`config.mk`:
```
export PLATFORM = sky130hd
export DESIGN_NAME = lbp_rd_ram
export DESIGN_NICKNAME = d
export VERILOG_FILES = /design/src/rtl/lbp_rd_ram.sv
export SDC_FILE = /design/constraint.sdc
export NUM_CORES = 2
export LEC_CHECK = 0
export BUFFER_PORTS_ARGS = -buffer_cell sky130_fd_sc_hd__buf_2
export CAP_MARGIN = 15
export CORE_ASPECT_RATIO = 0.75
export CORE_MARGIN = 1.5
export CORE_UTILIZATION = 57
export DETAILED_ROUTE_END_ITERATION = 10
export PLACE_DENSITY = 0.76
export SLEW_MARGIN = 0
export SYNTH_ARGS = -nofsm -noshare
export SYNTH_HDL_FRONTEND = slang
export SYNTH_SLANG_ARGS = --single-unit
```
`constraint.sdc`:
```
create_clock -name clk -period 2.4 [get_ports clk]
set_clock_uncertainty 0.2 [all_clocks]
set_input_delay 0.24 -clock clk [delete_from_list [all_inputs] [get_ports clk]]
set_output_delay 0.24 -clock clk [all_outputs]
set_load 0.005 [all_outputs]
```
`src/rtl/lbp_rd_ram.sv`:
```
module lbp_rd_ram #(
  parameter int WIDTH = 8,
  parameter int DEPTH = 256
) (
  input  logic                     clk,
  input  logic                     wr_en,
  input  logic [$clog2(DEPTH)-1:0] wr_addr,
  input  logic [WIDTH-1:0]         wr_data,
  input  logic                     rd_en,
  input  logic [$clog2(DEPTH)-1:0] rd_addr,
  output logic [WIDTH-1:0]         rd_data
);

  logic [WIDTH-1:0] mem [DEPTH];

  always_ff @(posedge clk) begin
    if (wr_en) begin
      mem[wr_addr] <= wr_data;
    end
    if (rd_en) begin
      rd_data <= mem[rd_addr];
    end
  end

endmodule

```
==> reports/metrics.cfg <==
[outcome]
status=finished with violations
violations=setup timing

[final_layout]
nNetsFinal=4534
area_growth_pct=18.01
final-instance-count-excl-fill=6511
layout-drive-gt1-share_pct=33.99
finalCoreUtilization_pct=67.93
final_area_mm2=0.09398

[clock_tree]
cts_buffers=183
post_cts_buffers=0
root_buffer=clkbuf_16
htree_levels=4
clock_path_buffers=3
clkSlewWorstSetupHoldPaths_ns=0.06
numClockSinks=2056
clock_latency_ns=0.83
cts_tree=yes

[worst_setup_path]
cp-startpoint=mem[71][2]$_DFFE_PP_
cp_max_fo=1
cp.arrival_ns=2.89
endpoint_kind=register
crit_required_ns=2.76
worstSetupStartpointType=register
critical_path_class=reg -> reg
r2r-start=mem[71][2]$_DFFE_PP_

[worst_hold_path]
min_from=wr_addr[4]
hold_path_class=in -> reg

[route]
ant_nets=0
via_per_inst=6.654
first_pass_iters=6
num_vias=43320
initialDrtViolationCount=6742
route.detailed.drc=0
wl_per_cell_um=31.58
wirelength_um=205600

[yosys]
synth_common_cells=2056 x edfxtp_1, 454 x mux4_2, 282 x nor2_1
synth_edf_count=2056
ys_top_cells_by_area=edfxtp_1 78%, mux4_2 13%, mux2i_1 1.7%, nor2_1 1.3%, a22oi_1 1.3%
ys_ff_latch=2056
synth_top_family_by_area=multiplexers
synth_xor_area_share_pct=0
synth_warnings=0
synthSimpleGateAreaFrac_pct=2.625
syn_area_per_cell_um2=21.33
syn_area_mm2=0.07964
synthMuxAreaShare_pct=14.60
seq_area_frac_synth_pct=77.53
yosys_most_used_dff=edfxtp_1
synthArstFlopShare_pct=0
synthesis.instances=3733
syn_nets=3760
synth_compound_area_share_pct=3.416
synth.most_common_cell=edfxtp_1
synth_adder_area_share_pct=0
yosysUniqueCellTypes=54
synth_top_area_cell=edfxtp_1
synth_top_area_share_pct=77.53

[pwr]
finalPower_mw=71.63
peakVddDrop_mv=0.7233
power.density_mw_per_mm2=762.2
p_leak_nw=30.60

[die]
initial_utilization_pct=57.57
rows=118
core_mm2=0.1383
fp.dieH_um=326.7
die_w_um=434.6
io_pins=35
die_area_mm2=0.1420

[sta]
final.min_clock_period_ns=2.531
rsz0062_at_grt=yes
hold_viol_final=0
finalSetupViolCount=7
min_period_over_period_pct=105.5
fmax_ghz=0.3951
setup_ws_ns=-0.1312
setup-tns-final_ns=-0.5398
worst_pin_slew_ns=0.9430
timing.slew.headroom_pct=36.65
drv_slew=0

[placement]
hpwlAfterDp_um=131300
gp_congestion=0.9167
dpl_cell_area_mm2=0.08785
placed_cells=6171
numPortBuffers=34

[global_routing]
grt_usage_pct=29.36
overflow=0
grt_pass1_vias=43150
grt_max_degree=93
antenna_found_initial=4
grt_pass1_wl_um=297600

[run]
max_cap_viol_count=0

critical path: stages, from the launching register on:
cell and delay (ns):
edfxtp_1 0.36, mux4_2 0.52, mux4_2 0.52, nor2b_4 0.15
nor4_2 0.28, buf_4 0.19, nor4_2 0.04
cells by family (layout without fill, tap and decap cells):
| kind of cell | Yosys count | after routing |
|---|---|---|
| AOI/OAI and AO/OA | 385 | 385 |
| buffers and inverters | 235 | 1147 |
| DFF | 2056 | 2056 |
| muxes | 591 | 591 |
| other | 0 | 6 |
| and+or+nand+nor | 466 | 466 |
area by class of cell:
| type | instances | area (um^2) |
|---|---|---|
| Multi-Input combinational cell | 1442 | 17010 |
| Fill cell | 8168 | 44370 |
| Timing Repair Buffer | 822 | 7400 |
| Clock inverter | 97 | 646.9 |
| Clock buffer | 226 | 4826 |
| Inverter | 2 | 7.507 |
| Tap cell | 1860 | 2327 |
| Sequential cell | 2056 | 61740 |
| Antenna cell | 6 | 15.01 |
path summary, 6_finish.rpt:
kind / end / slack (ns) / depth (start not counted)
setup / recovery: rd_data[2]$_DFFE_PP_ / -0.13 / 6
hold / removal: mem[191][3]$_DFFE_PP_ / 0.08 / 4
setup reg to reg: rd_data[2]$_DFFE_PP_ / -0.13 / 6
hold reg to reg: rd_data[3]$_DFFE_PP_ / 0.78 / 6
routing by layer:
metal	wire, um	track usage, %
met1	76220	43.26
met2	94620	43.35
met3	28260	7.695
met4	6512	9.874
met5	0	0
report_power, final:
part / switching [mW] / total, mW / internal (mW)
clock network: 12.7 / 27.5 / 14.9
registers: 0.0459 / 39.6 / 39.6
logic: 2.63 / 4.47 / 1.84
per-stage QoR:
step	worst slack (ns)	hold slack, ns
floorplan	-0.01371	0.1389
global placement	-1.110	0.4323
detailed placement	-1.092	0.4313
CTS	-0.2076	0.01188
global route	-0.1737	0.08888
finish	-0.1312	0.07795
state kept, by name, indices dropped and copies added, names as in the netlist:
| name | count |
|---|---|
| mem | 2048 |
| rd_data | 8 |
what timing repair did:
item,CTS,global route
setup endpoints to repair,8,8
hold buffers,16,0
endpoints found under the hold margin,1832,0
gates resized for setup,41,43
gates cloned,0,0
pin swaps,13,25
cells in the final DEF, fill, tap and decap left out, drive strengths merged, types with 8 or more instances in the layout:
master,count
nor3,22
mux4,456
a221oi,14
edfxtp,2056
nor2b,31
dlygate4sd3,16
o221ai,47
o21ai,12
buf,802
a22oi,133
o22ai,28
a22o,8
nor2,282
a21oi,96
clkinv,85
nand4,10
inv,8
nand3,34
nand2b,8
clkbuf,230
nor4,27
o211ai,10
mux2i,134
nand2,33
a211oi,16
Note: power is estimated with default switching activity, not from simulation.
